$ cat src/design/tmms_pkg.sv
package tmms_pkg;

  localparam int STEP_TABLE_DEPTH = 16;
  localparam int ROW_W = 32;
  localparam int TIME_W = 14;
  localparam int DRV_W = 9;
  localparam logic [TIME_W-1:0] TIME_MAX = 14'd16383;
  localparam logic [15:0] LIFE_MIN = 16'd1000;
  localparam logic [15:0] LIFE_MAX = 16'd10000;
  // base + step index never exceeds this width
  localparam int BASE_ADDR_W = 5;

  typedef enum logic [1:0] {
    OP_TICK   = 2'd0,
    OP_START  = 2'd1,
    OP_CANCEL = 2'd2
  } opcode_t;

  typedef enum logic [1:0] {
    ST_OK      = 2'd0,
    ST_REJECT  = 2'd1,
    ST_EXPIRED = 2'd2,
    ST_DONE    = 2'd3
  } status_t;

  function automatic logic [ROW_W-1:0] pack_row(logic signed [8:0] v, logic signed [8:0] w,
                                                logic [13:0] d);
    return {v, w, d};
  endfunction

  // row = speed[31:23], turn[22:14], duration[13:0]
  function automatic logic [ROW_W-1:0] step_row(int idx);
    logic [ROW_W-1:0] row;
    unique case (idx)
      0:       row = pack_row(9'sd150, 9'sd75, 14'd2000);
      1:       row = pack_row(9'sd150, -9'sd75, 14'd2000);
      2:       row = pack_row(9'sd150, 9'sd75, 14'd2000);
      3:       row = pack_row(9'sd150, -9'sd75, 14'd2000);
      4:       row = pack_row(9'sd0, 9'sd0, 14'd500);
      5:       row = pack_row(9'sd0, 9'sd250, 14'd1800);
      6:       row = pack_row(9'sd0, 9'sd0, 14'd500);
      7:       row = pack_row(9'sd100, 9'sd150, 14'd300);
      8:       row = pack_row(9'sd100, -9'sd150, 14'd300);
      9:       row = pack_row(9'sd100, 9'sd150, 14'd300);
      10:      row = pack_row(9'sd100, -9'sd150, 14'd300);
      11:      row = pack_row(9'sd0, 9'sd0, 14'd500);
      12:      row = pack_row(9'sd200, 9'sd0, 14'd2000);
      13:      row = pack_row(9'sd0, 9'sd0, 14'd500);
      default: row = '0;
    endcase
    return row;
  endfunction

  function automatic logic [3:0] macro_base(logic [1:0] m);
    logic [3:0] b;
    unique case (m)
      2'd0: b = 4'd0;
      2'd1: b = 4'd5;
      2'd2: b = 4'd7;
      2'd3: b = 4'd12;
      default: b = 4'd0;
    endcase
    return b;
  endfunction

  function automatic logic [2:0] macro_len(logic [1:0] m);
    logic [2:0] n;
    unique case (m)
      2'd0: n = 3'd5;
      2'd1: n = 3'd2;
      2'd2: n = 3'd5;
      2'd3: n = 3'd2;
      default: n = 3'd0;
    endcase
    return n;
  endfunction

endpackage

$ cat src/design/tmms_step_rom.sv
module tmms_step_rom #(
  parameter int DEPTH = tmms_pkg::STEP_TABLE_DEPTH,
  parameter int AW = $clog2(DEPTH) + 1
) (
  input  logic                         clk,
  input  logic                         rd_en,
  input  logic [AW-1:0]                rd_addr,
  output logic [tmms_pkg::ROW_W-1:0]   rd_data
);

  localparam int IW = $clog2(DEPTH);

  logic [tmms_pkg::ROW_W-1:0] mem [DEPTH];

  for (genvar i = 0; i < DEPTH; i++) begin : g_rows
    assign mem[i] = tmms_pkg::step_row(i);
  end

  // rows past the table depth read as zero
  always_ff @(posedge clk) begin
    if (rd_en) begin
      if (rd_addr < AW'(DEPTH)) begin
        rd_data <= mem[rd_addr[IW-1:0]];
      end else begin
        rd_data <= '0;
      end
    end
  end

endmodule

$ cat src/design/timed_motion_macro_sequencer.sv
// Timed motion macro sequencer.
// Input channel (in_valid / in_stall): one request per cycle, opcode tick (1 ms),
// start macro or cancel. Start carries macro number, intensity and lifetime.
// Result channel (out_valid / out_stall): exactly one result per request, in order,
// carrying the left/right drive command, drive_valid, running and status.
// Throughput: one request per cycle sustained while out_stall is low. Each
// request passes a two-stage pipeline: step table read, then update/mix into
// the output register.
// The step table is a ROM with a registered read port; the read address for a
// request is formed from the state forwarded from the request ahead of it, so
// consecutive ticks need no bubble.
// Reset (rst_n low, synchronous) clears the pipeline and the macro state; the
// block is idle with no macro running and takes requests on the next cycle.
// When the receiver stalls, the output register holds its result; one more
// request may sit in the read stage, after which in_stall rises until the
// result is taken.
module timed_motion_macro_sequencer #(
  parameter int STEP_TABLE_DEPTH = tmms_pkg::STEP_TABLE_DEPTH
) (
  input  logic              clk,
  input  logic              rst_n,
  input  logic              in_valid,
  output logic              in_stall,
  input  logic [1:0]        in_opcode,
  input  logic [2:0]        in_macro_number,
  input  logic [7:0]        in_intensity,
  input  logic [15:0]       in_lifetime_ms,
  output logic              out_valid,
  input  logic              out_stall,
  output logic signed [8:0] out_left_drive,
  output logic signed [8:0] out_right_drive,
  output logic              out_drive_valid,
  output logic              out_running,
  output logic [1:0]        out_status_code
);

  localparam int AW = $clog2(STEP_TABLE_DEPTH) + 1;
  localparam int TW = tmms_pkg::TIME_W;
  localparam int BW = tmms_pkg::BASE_ADDR_W;

  // read stage
  logic                       s1_v_r;
  logic [1:0]                 s1_op_r;
  logic [2:0]                 s1_mac_r;
  logic [7:0]                 s1_inten_r;
  logic [15:0]                s1_life_r;
  logic [tmms_pkg::ROW_W-1:0] rom_q;

  // macro state
  logic              active_r, active_nxt;
  logic [1:0]        cur_r, cur_nxt;
  logic [2:0]        pos_r, pos_nxt;
  logic [TW-1:0]     st_r, st_nxt;
  logic [TW-1:0]     tt_r, tt_nxt;
  logic [TW-1:0]     life_r, life_nxt;
  logic [TW-1:0]     len_r, len_nxt;
  logic signed [8:0] spd_r, spd_nxt;
  logic signed [8:0] trn_r, trn_nxt;

  // output register
  logic              out_valid_r;
  logic signed [8:0] out_left_r, left_nxt;
  logic signed [8:0] out_right_r, right_nxt;
  logic              out_drv_r, drv_nxt;
  logic              out_run_r;
  logic [1:0]        out_status_r;
  tmms_pkg::status_t status_nxt;

  logic          adv;
  logic          in_acc;
  logic [BW-1:0] start_addr, tick_addr;
  logic [AW-1:0] rd_addr;
  logic [2:0]    pos_inc;

  logic [TW-1:0]     st1, tt1;
  logic [2:0]        pos1;
  logic signed [8:0] row_v, row_w, mix_v, mix_w;
  logic signed [9:0] sum_l, sum_r;

  assign adv      = s1_v_r && (!out_valid_r || !out_stall);
  assign in_stall = s1_v_r && !adv;
  assign in_acc   = in_valid && !in_stall;

  // speed * intensity / 255, truncated toward zero
  function automatic logic signed [8:0] scale_255(logic signed [8:0] v, logic [7:0] k);
    logic [8:0]  mag;
    logic [16:0] m;
    logic [16:0] q;
    mag = v[8] ? 9'(-v) : 9'(v);
    m   = mag * k;
    q   = (m + (m >> 8) + 17'd1) >> 8;
    return v[8] ? -$signed(9'(q)) : $signed(9'(q));
  endfunction

  function automatic logic signed [8:0] clamp255(logic signed [9:0] x);
    logic signed [8:0] r;
    if (x > 10'sd255) begin
      r = 9'sd255;
    end else if (x < -10'sd255) begin
      r = -9'sd255;
    end else begin
      r = x[8:0];
    end
    return r;
  endfunction

  assign row_v = $signed(rom_q[31:23]);
  assign row_w = $signed(rom_q[22:14]);
  assign st1   = (st_r == tmms_pkg::TIME_MAX) ? st_r : st_r + 1'b1;
  assign tt1   = (tt_r == tmms_pkg::TIME_MAX) ? tt_r : tt_r + 1'b1;
  assign pos1  = pos_r + 3'd1;
  assign sum_l = 10'(mix_v) - 10'(mix_w);
  assign sum_r = 10'(mix_v) + 10'(mix_w);

  always_comb begin
    active_nxt = active_r;
    cur_nxt    = cur_r;
    pos_nxt    = pos_r;
    st_nxt     = st_r;
    tt_nxt     = tt_r;
    life_nxt   = life_r;
    len_nxt    = len_r;
    spd_nxt    = spd_r;
    trn_nxt    = trn_r;
    status_nxt = tmms_pkg::ST_OK;
    drv_nxt    = 1'b0;
    mix_v      = spd_r;
    mix_w      = trn_r;
    if (adv) begin
      unique case (s1_op_r)
        tmms_pkg::OP_START: begin
          if (s1_mac_r[2]) begin
            status_nxt = tmms_pkg::ST_REJECT;
          end else begin
            cur_nxt    = s1_mac_r[1:0];
            pos_nxt    = 3'd0;
            st_nxt     = '0;
            tt_nxt     = '0;
            active_nxt = 1'b1;
            if (s1_life_r < tmms_pkg::LIFE_MIN) begin
              life_nxt = TW'(tmms_pkg::LIFE_MIN);
            end else if (s1_life_r > tmms_pkg::LIFE_MAX) begin
              life_nxt = TW'(tmms_pkg::LIFE_MAX);
            end else begin
              life_nxt = s1_life_r[TW-1:0];
            end
            len_nxt = rom_q[TW-1:0];
            spd_nxt = scale_255(row_v, s1_inten_r);
            trn_nxt = scale_255(row_w, s1_inten_r);
          end
        end
        tmms_pkg::OP_CANCEL: begin
          active_nxt = 1'b0;
        end
        tmms_pkg::OP_TICK: begin
          if (active_r) begin
            st_nxt  = st1;
            tt_nxt  = tt1;
            drv_nxt = 1'b1;
            if (tt1 >= life_r) begin
              active_nxt = 1'b0;
              status_nxt = tmms_pkg::ST_EXPIRED;
              drv_nxt    = 1'b0;
            end else if (st1 >= len_r) begin
              pos_nxt = pos1;
              st_nxt  = '0;
              if (pos1 >= tmms_pkg::macro_len(cur_r)) begin
                active_nxt = 1'b0;
                status_nxt = tmms_pkg::ST_DONE;
                drv_nxt    = 1'b0;
              end else begin
                len_nxt = rom_q[TW-1:0];
                spd_nxt = row_v;
                trn_nxt = row_w;
                mix_v   = row_v;
                mix_w   = row_w;
              end
            end
          end
        end
        default: begin
        end
      endcase
    end
    if (drv_nxt) begin
      left_nxt  = clamp255(sum_l);
      right_nxt = clamp255(sum_r);
    end else begin
      left_nxt  = '0;
      right_nxt = '0;
    end
  end

  // read address uses the state as it stands after the request ahead
  assign pos_inc    = pos_nxt + 3'd1;
  assign start_addr = BW'(tmms_pkg::macro_base(in_macro_number[1:0]));
  assign tick_addr  = BW'(tmms_pkg::macro_base(cur_nxt)) + BW'(pos_inc);
  assign rd_addr    = (in_opcode == tmms_pkg::OP_START) ? AW'(start_addr) : AW'(tick_addr);

  tmms_step_rom #(
    .DEPTH (STEP_TABLE_DEPTH),
    .AW    (AW)
  ) u_rom (
    .clk     (clk),
    .rd_en   (in_acc),
    .rd_addr (rd_addr),
    .rd_data (rom_q)
  );

  always_ff @(posedge clk) begin
    if (!rst_n) begin
      s1_v_r      <= 1'b0;
      out_valid_r <= 1'b0;
      active_r    <= 1'b0;
      cur_r       <= '0;
      pos_r       <= '0;
      st_r        <= '0;
      tt_r        <= '0;
      life_r      <= '0;
      len_r       <= '0;
      spd_r       <= '0;
      trn_r       <= '0;
    end else begin
      if (in_acc) begin
        s1_v_r <= 1'b1;
      end else if (adv) begin
        s1_v_r <= 1'b0;
      end
      if (adv) begin
        out_valid_r <= 1'b1;
      end else if (!out_stall) begin
        out_valid_r <= 1'b0;
      end
      active_r <= active_nxt;
      cur_r    <= cur_nxt;
      pos_r    <= pos_nxt;
      st_r     <= st_nxt;
      tt_r     <= tt_nxt;
      life_r   <= life_nxt;
      len_r    <= len_nxt;
      spd_r    <= spd_nxt;
      trn_r    <= trn_nxt;
    end
  end

  always_ff @(posedge clk) begin
    if (in_acc) begin
      s1_op_r    <= in_opcode;
      s1_mac_r   <= in_macro_number;
      s1_inten_r <= in_intensity;
      s1_life_r  <= in_lifetime_ms;
    end
    if (adv) begin
      out_left_r   <= left_nxt;
      out_right_r  <= right_nxt;
      out_drv_r    <= drv_nxt;
      out_run_r    <= active_nxt;
      out_status_r <= status_nxt;
    end
  end

  assign out_valid       = out_valid_r;
  assign out_left_drive  = out_left_r;
  assign out_right_drive = out_right_r;
  assign out_drive_valid = out_drv_r;
  assign out_running     = out_run_r;
  assign out_status_code = out_status_r;

`ifndef SYNTH
  a_stall_only_when_full: assert property (@(posedge clk) disable iff (!rst_n)
    in_stall |-> (s1_v_r && out_valid_r && out_stall))
    else $error("input stalled while pipeline has room");

  a_drive_keeps_running: assert property (@(posedge clk) disable iff (!rst_n)
    (out_valid && out_drive_valid) |-> out_running)
    else $error("drive command on a stopped macro");

  a_no_drive_zero: assert property (@(posedge clk) disable iff (!rst_n)
    (out_valid && !out_drive_valid) |-> (out_left_drive == 9'sd0 && out_right_drive == 9'sd0))
    else $error("nonzero drive without command");

  a_status_no_drive: assert property (@(posedge clk) disable iff (!rst_n)
    (out_valid && out_status_code != tmms_pkg::ST_OK) |-> !out_drive_valid)
    else $error("drive command with nonzero status");

  a_stop_clears_running: assert property (@(posedge clk) disable iff (!rst_n)
    (out_valid && (out_status_code == tmms_pkg::ST_EXPIRED ||
                   out_status_code == tmms_pkg::ST_DONE)) |-> !out_running)
    else $error("macro still running after stop status");
`endif

endmodule
$ cat config.mk
export PLATFORM = sky130hd
export DESIGN_NAME = timed_motion_macro_sequencer
export DESIGN_NICKNAME = d
export VERILOG_FILES = /design/src/design/tmms_pkg.sv /design/src/design/tmms_step_rom.sv /design/src/design/timed_motion_macro_sequencer.sv
export SDC_FILE = /design/constraint.sdc
export NUM_CORES = 1
export LEC_CHECK = 0
export BUFFER_PORTS_ARGS = -buffer_cell sky130_fd_sc_hd__buf_2
export CAP_MARGIN = 10
export CELL_PAD_IN_SITES_DETAIL_PLACEMENT = 0
export CELL_PAD_IN_SITES_GLOBAL_PLACEMENT = 1
export CORE_MARGIN = 4
export CORE_UTILIZATION = 44
export DETAILED_ROUTE_END_ITERATION = 6
export PLACE_DENSITY_LB_ADDON = 0.2
export SLEW_MARGIN = 20
export SYNTH_ARGS = -nofsm -noshare
export SYNTH_HDL_FRONTEND = slang
export SYNTH_SLANG_ARGS = --single-unit
$ cat constraint.sdc
create_clock -name clk -period 7.8 [get_ports clk]
set_input_delay 0.78 -clock clk [delete_from_list [all_inputs] [get_ports clk]]
set_output_delay 0.78 -clock clk [all_outputs]
set_load 0.03 [all_outputs]
==> results.cfg, run 1 <==
[sta]
worst_pin_slew_ps = 994
rsz0062_at_grt = yes
maxSlewViolCount = 0
hold_slack_ps = 456
skew_ps = 12.1
period_share_pct = 96.0
slew_headroom_pct = 33.5
setup_viol = 0
hold_viol_final = 0
timing.fmax_mhz = 134
period_needed_ps = 7490

[synth]
synth_top_area_share_pct = 15.6
synthDistinctLibCells = 72
ys.flop_type = dfxtp_1
synth-edff-count = 68
syn_nets = 1750
yosysSeqAreaShare_pct = 26.7
async_flop_share_pct = 0
syn_area_per_cell_sq_um = 8.82
syn_inst = 1487
ys_ff_latch = 141
syn_area_sq_um = 13100
synth_area_leader_cell = edfxtp_1
synthTopCellsByArea = edfxtp_1, ha_1, fa_1, dfxtp_1, inv_1
synth_warnings = 0

[setup_path]
worstPathArrival_ps = 7800
required_ps = 8110
crit_slowest_cell = or4_4
crit_top_cell = fa_1
crit_fanout = 5
endpoint_kind = flop
path_buf_inv = 5
cpPeakStageDelay_ps = 550
crit_family = adder cells
startpoint_type = flop
critical_path_class = flop to flop

[global_routing]
grt_pass1_vias = 10535
antenna_found_initial = 0
grt_pass1_wl_mm = 52.2
grt_overflow = 0
grt_max_degree = 51
grt_usage_pct = 19.1

[die]
start_util_pct = 45.1
die_h_microns = 181
die_w_microns = 181
dieArea_sq_um = 32600
io_pins = 57
row_count = 62
coreArea_sq_um = 29100

[clock_tree]
clkLatencyLatePin_ps = 420
cts_buffer_depth = 2
cts_sinks = 141
path_clk_slew_ps = 70
cts_tree = built
cts_hold_repair.buffers = 0
cts_buffers = 17
htree_num_levels = 4
clock_tree.root_cell = clkbuf_16

[routing]
ant_nets = 0
vias_per_cell = 5.29
wl_mm = 30.9
vias = 10468
dr.pass1.iters = 5
drc = 0
routedWlPerCell_microns = 15.6
drt_iter0_markers = 498

[finish]
fillCellCount = 2803
multi_input_area_sq_um = 9050
synthToLayoutAreaGrowth_pct = 15.1
insertedDiodeCount = 0
nNetsFinal = 1845
layout_common_cells = inv_1, ha_1, nand2_1
seqCellArea_sq_um = 3500
layout_commonest_cell = inv_1
drive_above_1_share_pct = 14.1

[placed_design]
dp_hpwl_mm = 24.0
io_buffers = 56
routabilityCongestion = 0.824

[worst_hold_path]
hold_path_class = flop to flop

[run]
max_cap_violations = 0

[status]
status = finished clean
synthesized netlist by cell type (3+ instances only):
master,instances
nand4_1,18
clkbuf_1,48
or2_2,5
a211o_1,5
dfxtp_1,73
o22ai_1,7
nor3b_1,3
fa_1,75
a21oi_1,111
o21a_1,7
nand2b_1,18
o221ai_1,4
nand3_1,21
a31oi_1,5
nor2_1,109
a21o_1,27
o21ai_1,5
nor3_1,24
o21bai_1,12
a221oi_1,3
edfxtp_1,68
and3_1,13
nor4_1,4
nand2_1,137
and4_1,7
ha_1,155
xnor2_1,60
nand3b_1,3
a22oi_1,25
o211ai_1,3
and2_1,53
nor2b_1,52
xor2_1,20
inv_1,173
or4_1,4
o21ai_0,47
or3_1,4
mux2i_1,14
a211oi_1,19
o31ai_1,4
worst paths after layout:
kind	from	endpoint	slack (ps)	cells after the start
setup / recovery	u_rom.rd_data[27]	trn_r[8]	310	29
hold / removal	len_r[3]	len_r[3]	460	2
setup reg to reg	u_rom.rd_data[27]	trn_r[8]	310	29
hold reg to reg	len_r[3]	len_r[3]	460	2
metrics by stage:
stage                     setup TNS (ps)  setup slack (ps)  utilization [%]  std cells  area [sq um]
after global placement                 0              30.1             48.4       1928         14100
after floorplan                        0              21.7                -       1487         13100
final                                  0               309             51.9       1979         15100
after detailed placement            -104             -54.4             48.4       1928         14100
after CTS                              0              24.0             50.8       1974         14800
after global routing                -218              -121             51.9       1979         15100
cell type report:
type	count	area share, %
Multi-Input combinational cell	1118	60.0
Sequential cell	141	23.2
Timing Repair Buffer	129	5.56
Inverter	175	4.35
Tap cell	384	3.18
Clock buffer	19	3.01
Clock inverter	13	0.705
logic make-up (layout without fill, tap and decap cells):
kind of cell	Yosys count	in the layout	share of synthesized area [%]
AND/OR/NAND/NOR	479	479	18.1
adder cells (fa/ha/maj)	230	230	26.2
buffers and inverters	228	336	6.56
AO/OA/AOI/OAI	312	312	15.7
flip-flops	141	141	26.7
multiplexers	16	16	1.24
XOR/XNOR	81	81	5.51
sequential cells by signal, summed over array words and instances (netlist names), 2 cells and up:
register / cells
s1_life_r: 16
out_left_drive: 9
pos_r: 3
tt_r: 14
s1_inten_r: 8
u_rom.rd_data: 17
s1_mac_r: 3
out_status_code: 2
life_r: 14
trn_r: 9
cur_r: 2
st_r: 14
s1_op_r: 2
spd_r: 9
len_r: 5
out_right_drive: 9
metal layers:
layer / track usage (%) / vias to the layer above / part of all wire [%]
met5: 0 / - / 0
met4: 3.21 / 0 / 0.97
met3: 3.69 / 26 / 4.2
met2: 30.8 / 162 / 45
met1: 27.3 / 5002 / 49
li1: - / 5278 / -
tightest hold or removal path, stage by stage, from the launching register on:
cell and delay (ps):
dfxtp_1 310, nand2_1 50, a21oi_1 50
timing repair:
action | CTS | global route
gates cloned | 0 | 0
gates resized for setup | 3 | 60
buffers inserted | 14 | 6
setup endpoints to repair | 3 | 13
pin swaps | 3 | 37
Power of run 1 is not shown: default switching activity piles up to over one toggle a cycle in this logic, so the estimate is an artifact.
==> run 2: changes to the inputs <==
--- a/config.mk
+++ b/config.mk
@@ -9,10 +9,11 @@
 export CAP_MARGIN = 10
 export CELL_PAD_IN_SITES_DETAIL_PLACEMENT = 0
 export CELL_PAD_IN_SITES_GLOBAL_PLACEMENT = 1
-export CORE_MARGIN = 4
+export CORE_MARGIN = 3
 export CORE_UTILIZATION = 44
 export DETAILED_ROUTE_END_ITERATION = 6
-export PLACE_DENSITY_LB_ADDON = 0.2
+export PLACE_DENSITY_LB_ADDON = 0.12
+export SKIP_CTS_REPAIR_TIMING = 1
 export SLEW_MARGIN = 20
 export SYNTH_ARGS = -nofsm -noshare
 export SYNTH_HDL_FRONTEND = slang
==> run 2 against run 1 <==
  * Hold slack barely moved
  * Clock skew rose by 1.2 ps
  * Die area fell by 2.2%
  * Non-clock buffer count fell by 4
  * Flip-flop and latch count did not move
  * Via count fell by 0.22%
  * Highest routed layer unchanged
==> results.cfg, run 2 (synthesis results as in run 1) <==
[status]
status = finished clean

[sta]
period_share_pct = 97.1
worst_pin_slew_ps = 971
fin_setup_tns_ps = 0
setup_viol = 0
skew_ps = 13.3
period_needed_ps = 7580
hold_viol_final = 0
hold_slack_ps = 456
slew_headroom_pct = 35.0
maxSlewViolCount = 0
timing.fmax_mhz = 132

[setup_path]
endpoint_kind = flop
critical_path_class = flop to flop
cpPeakStageDelay_ps = 570
crit_fanout = 6
crit_slowest_cell = or4_4
required_ps = 8080
crit_top_cell = fa_1
worstPathArrival_ps = 7860
startpoint_type = flop

[finish]
layout_commonest_cell = inv_1
drive_above_1_share_pct = 14.6
synthToLayoutAreaGrowth_pct = 15.5
layout_common_cells = inv_1, ha_1, nand2_1
layout.cells.non_filler = 1976
fillCellCount = 2769
largest_reg_flops = 17
top_regs = u_rom.rd_data: 17 flops, s1_life_r: 16 flops
nNetsFinal = 1841
regMostFlops = u_rom.rd_data

[routing]
drt_iter0_markers = 521
ant_nets = 0
vias_per_cell = 5.29
wl_mm = 31.4
drc = 0
vias = 10445
routedWlPerCell_microns = 15.9
dr.pass1.iters = 5

[run]
max_cap_violations = 0

[placed_design]
io_buffers = 56
routabilityCongestion = 0.876
dp_hpwl_mm = 24.4
dp_cells = 1930

[die]
die_w_microns = 179
die_h_microns = 179
dieArea_sq_um = 31900
start_util_pct = 45.2
coreArea_sq_um = 29000
row_count = 62
io_pins = 57

[clock_tree]
path_clk_slew_ps = 70
cts_tree = built
cts_buffer_depth = 2
cts_sinks = 141
cts_buffers = 17
htree_num_levels = 4
clkLatencyLatePin_ps = 420
clock_tree.root_cell = clkbuf_16

[global_routing]
grt_pass1_vias = 10282
grt_max_degree = 54
grt_usage_pct = 20.6
antenna_found_initial = 0
grt_overflow = 0
grt_pass1_wl_mm = 52.9

[worst_hold_path]
hold_path_class = flop to flop
run 2: changes by cell type in the layout (fill, tap and decap cells not counted), moves of 3 or more:
cell        change
inv_1           -4
inv_6           +4
inv_2           +4
clkinv_4        -3
o21ai_1         -4
o21ai_0         +3
buf_4           -6
clkinvlp_4      +3
run 2: final timing paths:
kind,end,startpoint,slack [ps],cells after the start
min reg2reg,len_r[3],len_r[3],460,2
max,trn_r[7],u_rom.rd_data[16],220,29
max reg2reg,trn_r[7],u_rom.rd_data[16],220,29
min,len_r[3],len_r[3],460,2
run 2: worst max-delay path: cells and delay by family, from the launching register on:
| kind | cells | cell delay, ps |
|---|---|---|
| flip-flops | 1 | 390 |
| XOR/XNOR | 2 | 300 |
| AND/OR/NAND/NOR | 7 | 1660 |
| adder cells (fa/ha/maj) | 6 | 2480 |
| AO/OA/AOI/OAI | 9 | 2140 |
| buffers and inverters | 5 | 470 |
run 2: layout make-up:
class | count | area (sq um) | share of cell area, %
repair buffers | 125 | 817 | 5.40
flip-flops and latches | 141 | 3500 | 23.1
inverters | 175 | 661 | 4.36
clock inverters | 15 | 153 | 1.01
clock buffers | 17 | 425 | 2.81
diodes | 1 | 2.50 | 0.0165
multi-input cells | 1118 | 9100 | 60.1
well taps | 384 | 480 | 3.17
run 2: through the flow:
stage / area (sq um) / setup slack [ps] / util (%)
floorplan: 13100 / 21.7 / -
global placement: 14100 / 32.4 / 48.6
detailed placement: 14100 / -167 / 48.6
CTS: 14700 / -207 / 50.6
global route: 15100 / -45.2 / 52.2
finish: 15100 / 225 / 52.2
run 2: per-layer routing:
| metal | vias to the layer above | track usage, % | share of wire (%) |
|---|---|---|---|
| li1 | 5278 | - | - |
| met1 | 4965 | 30.2 | 50 |
| met2 | 175 | 32.5 | 45 |
| met3 | 27 | 3.32 | 4.0 |
| met4 | 0 | 3.47 | 1.0 |
| met5 | - | 0 | 0 |
Power of run 2 is left out for the same reason.
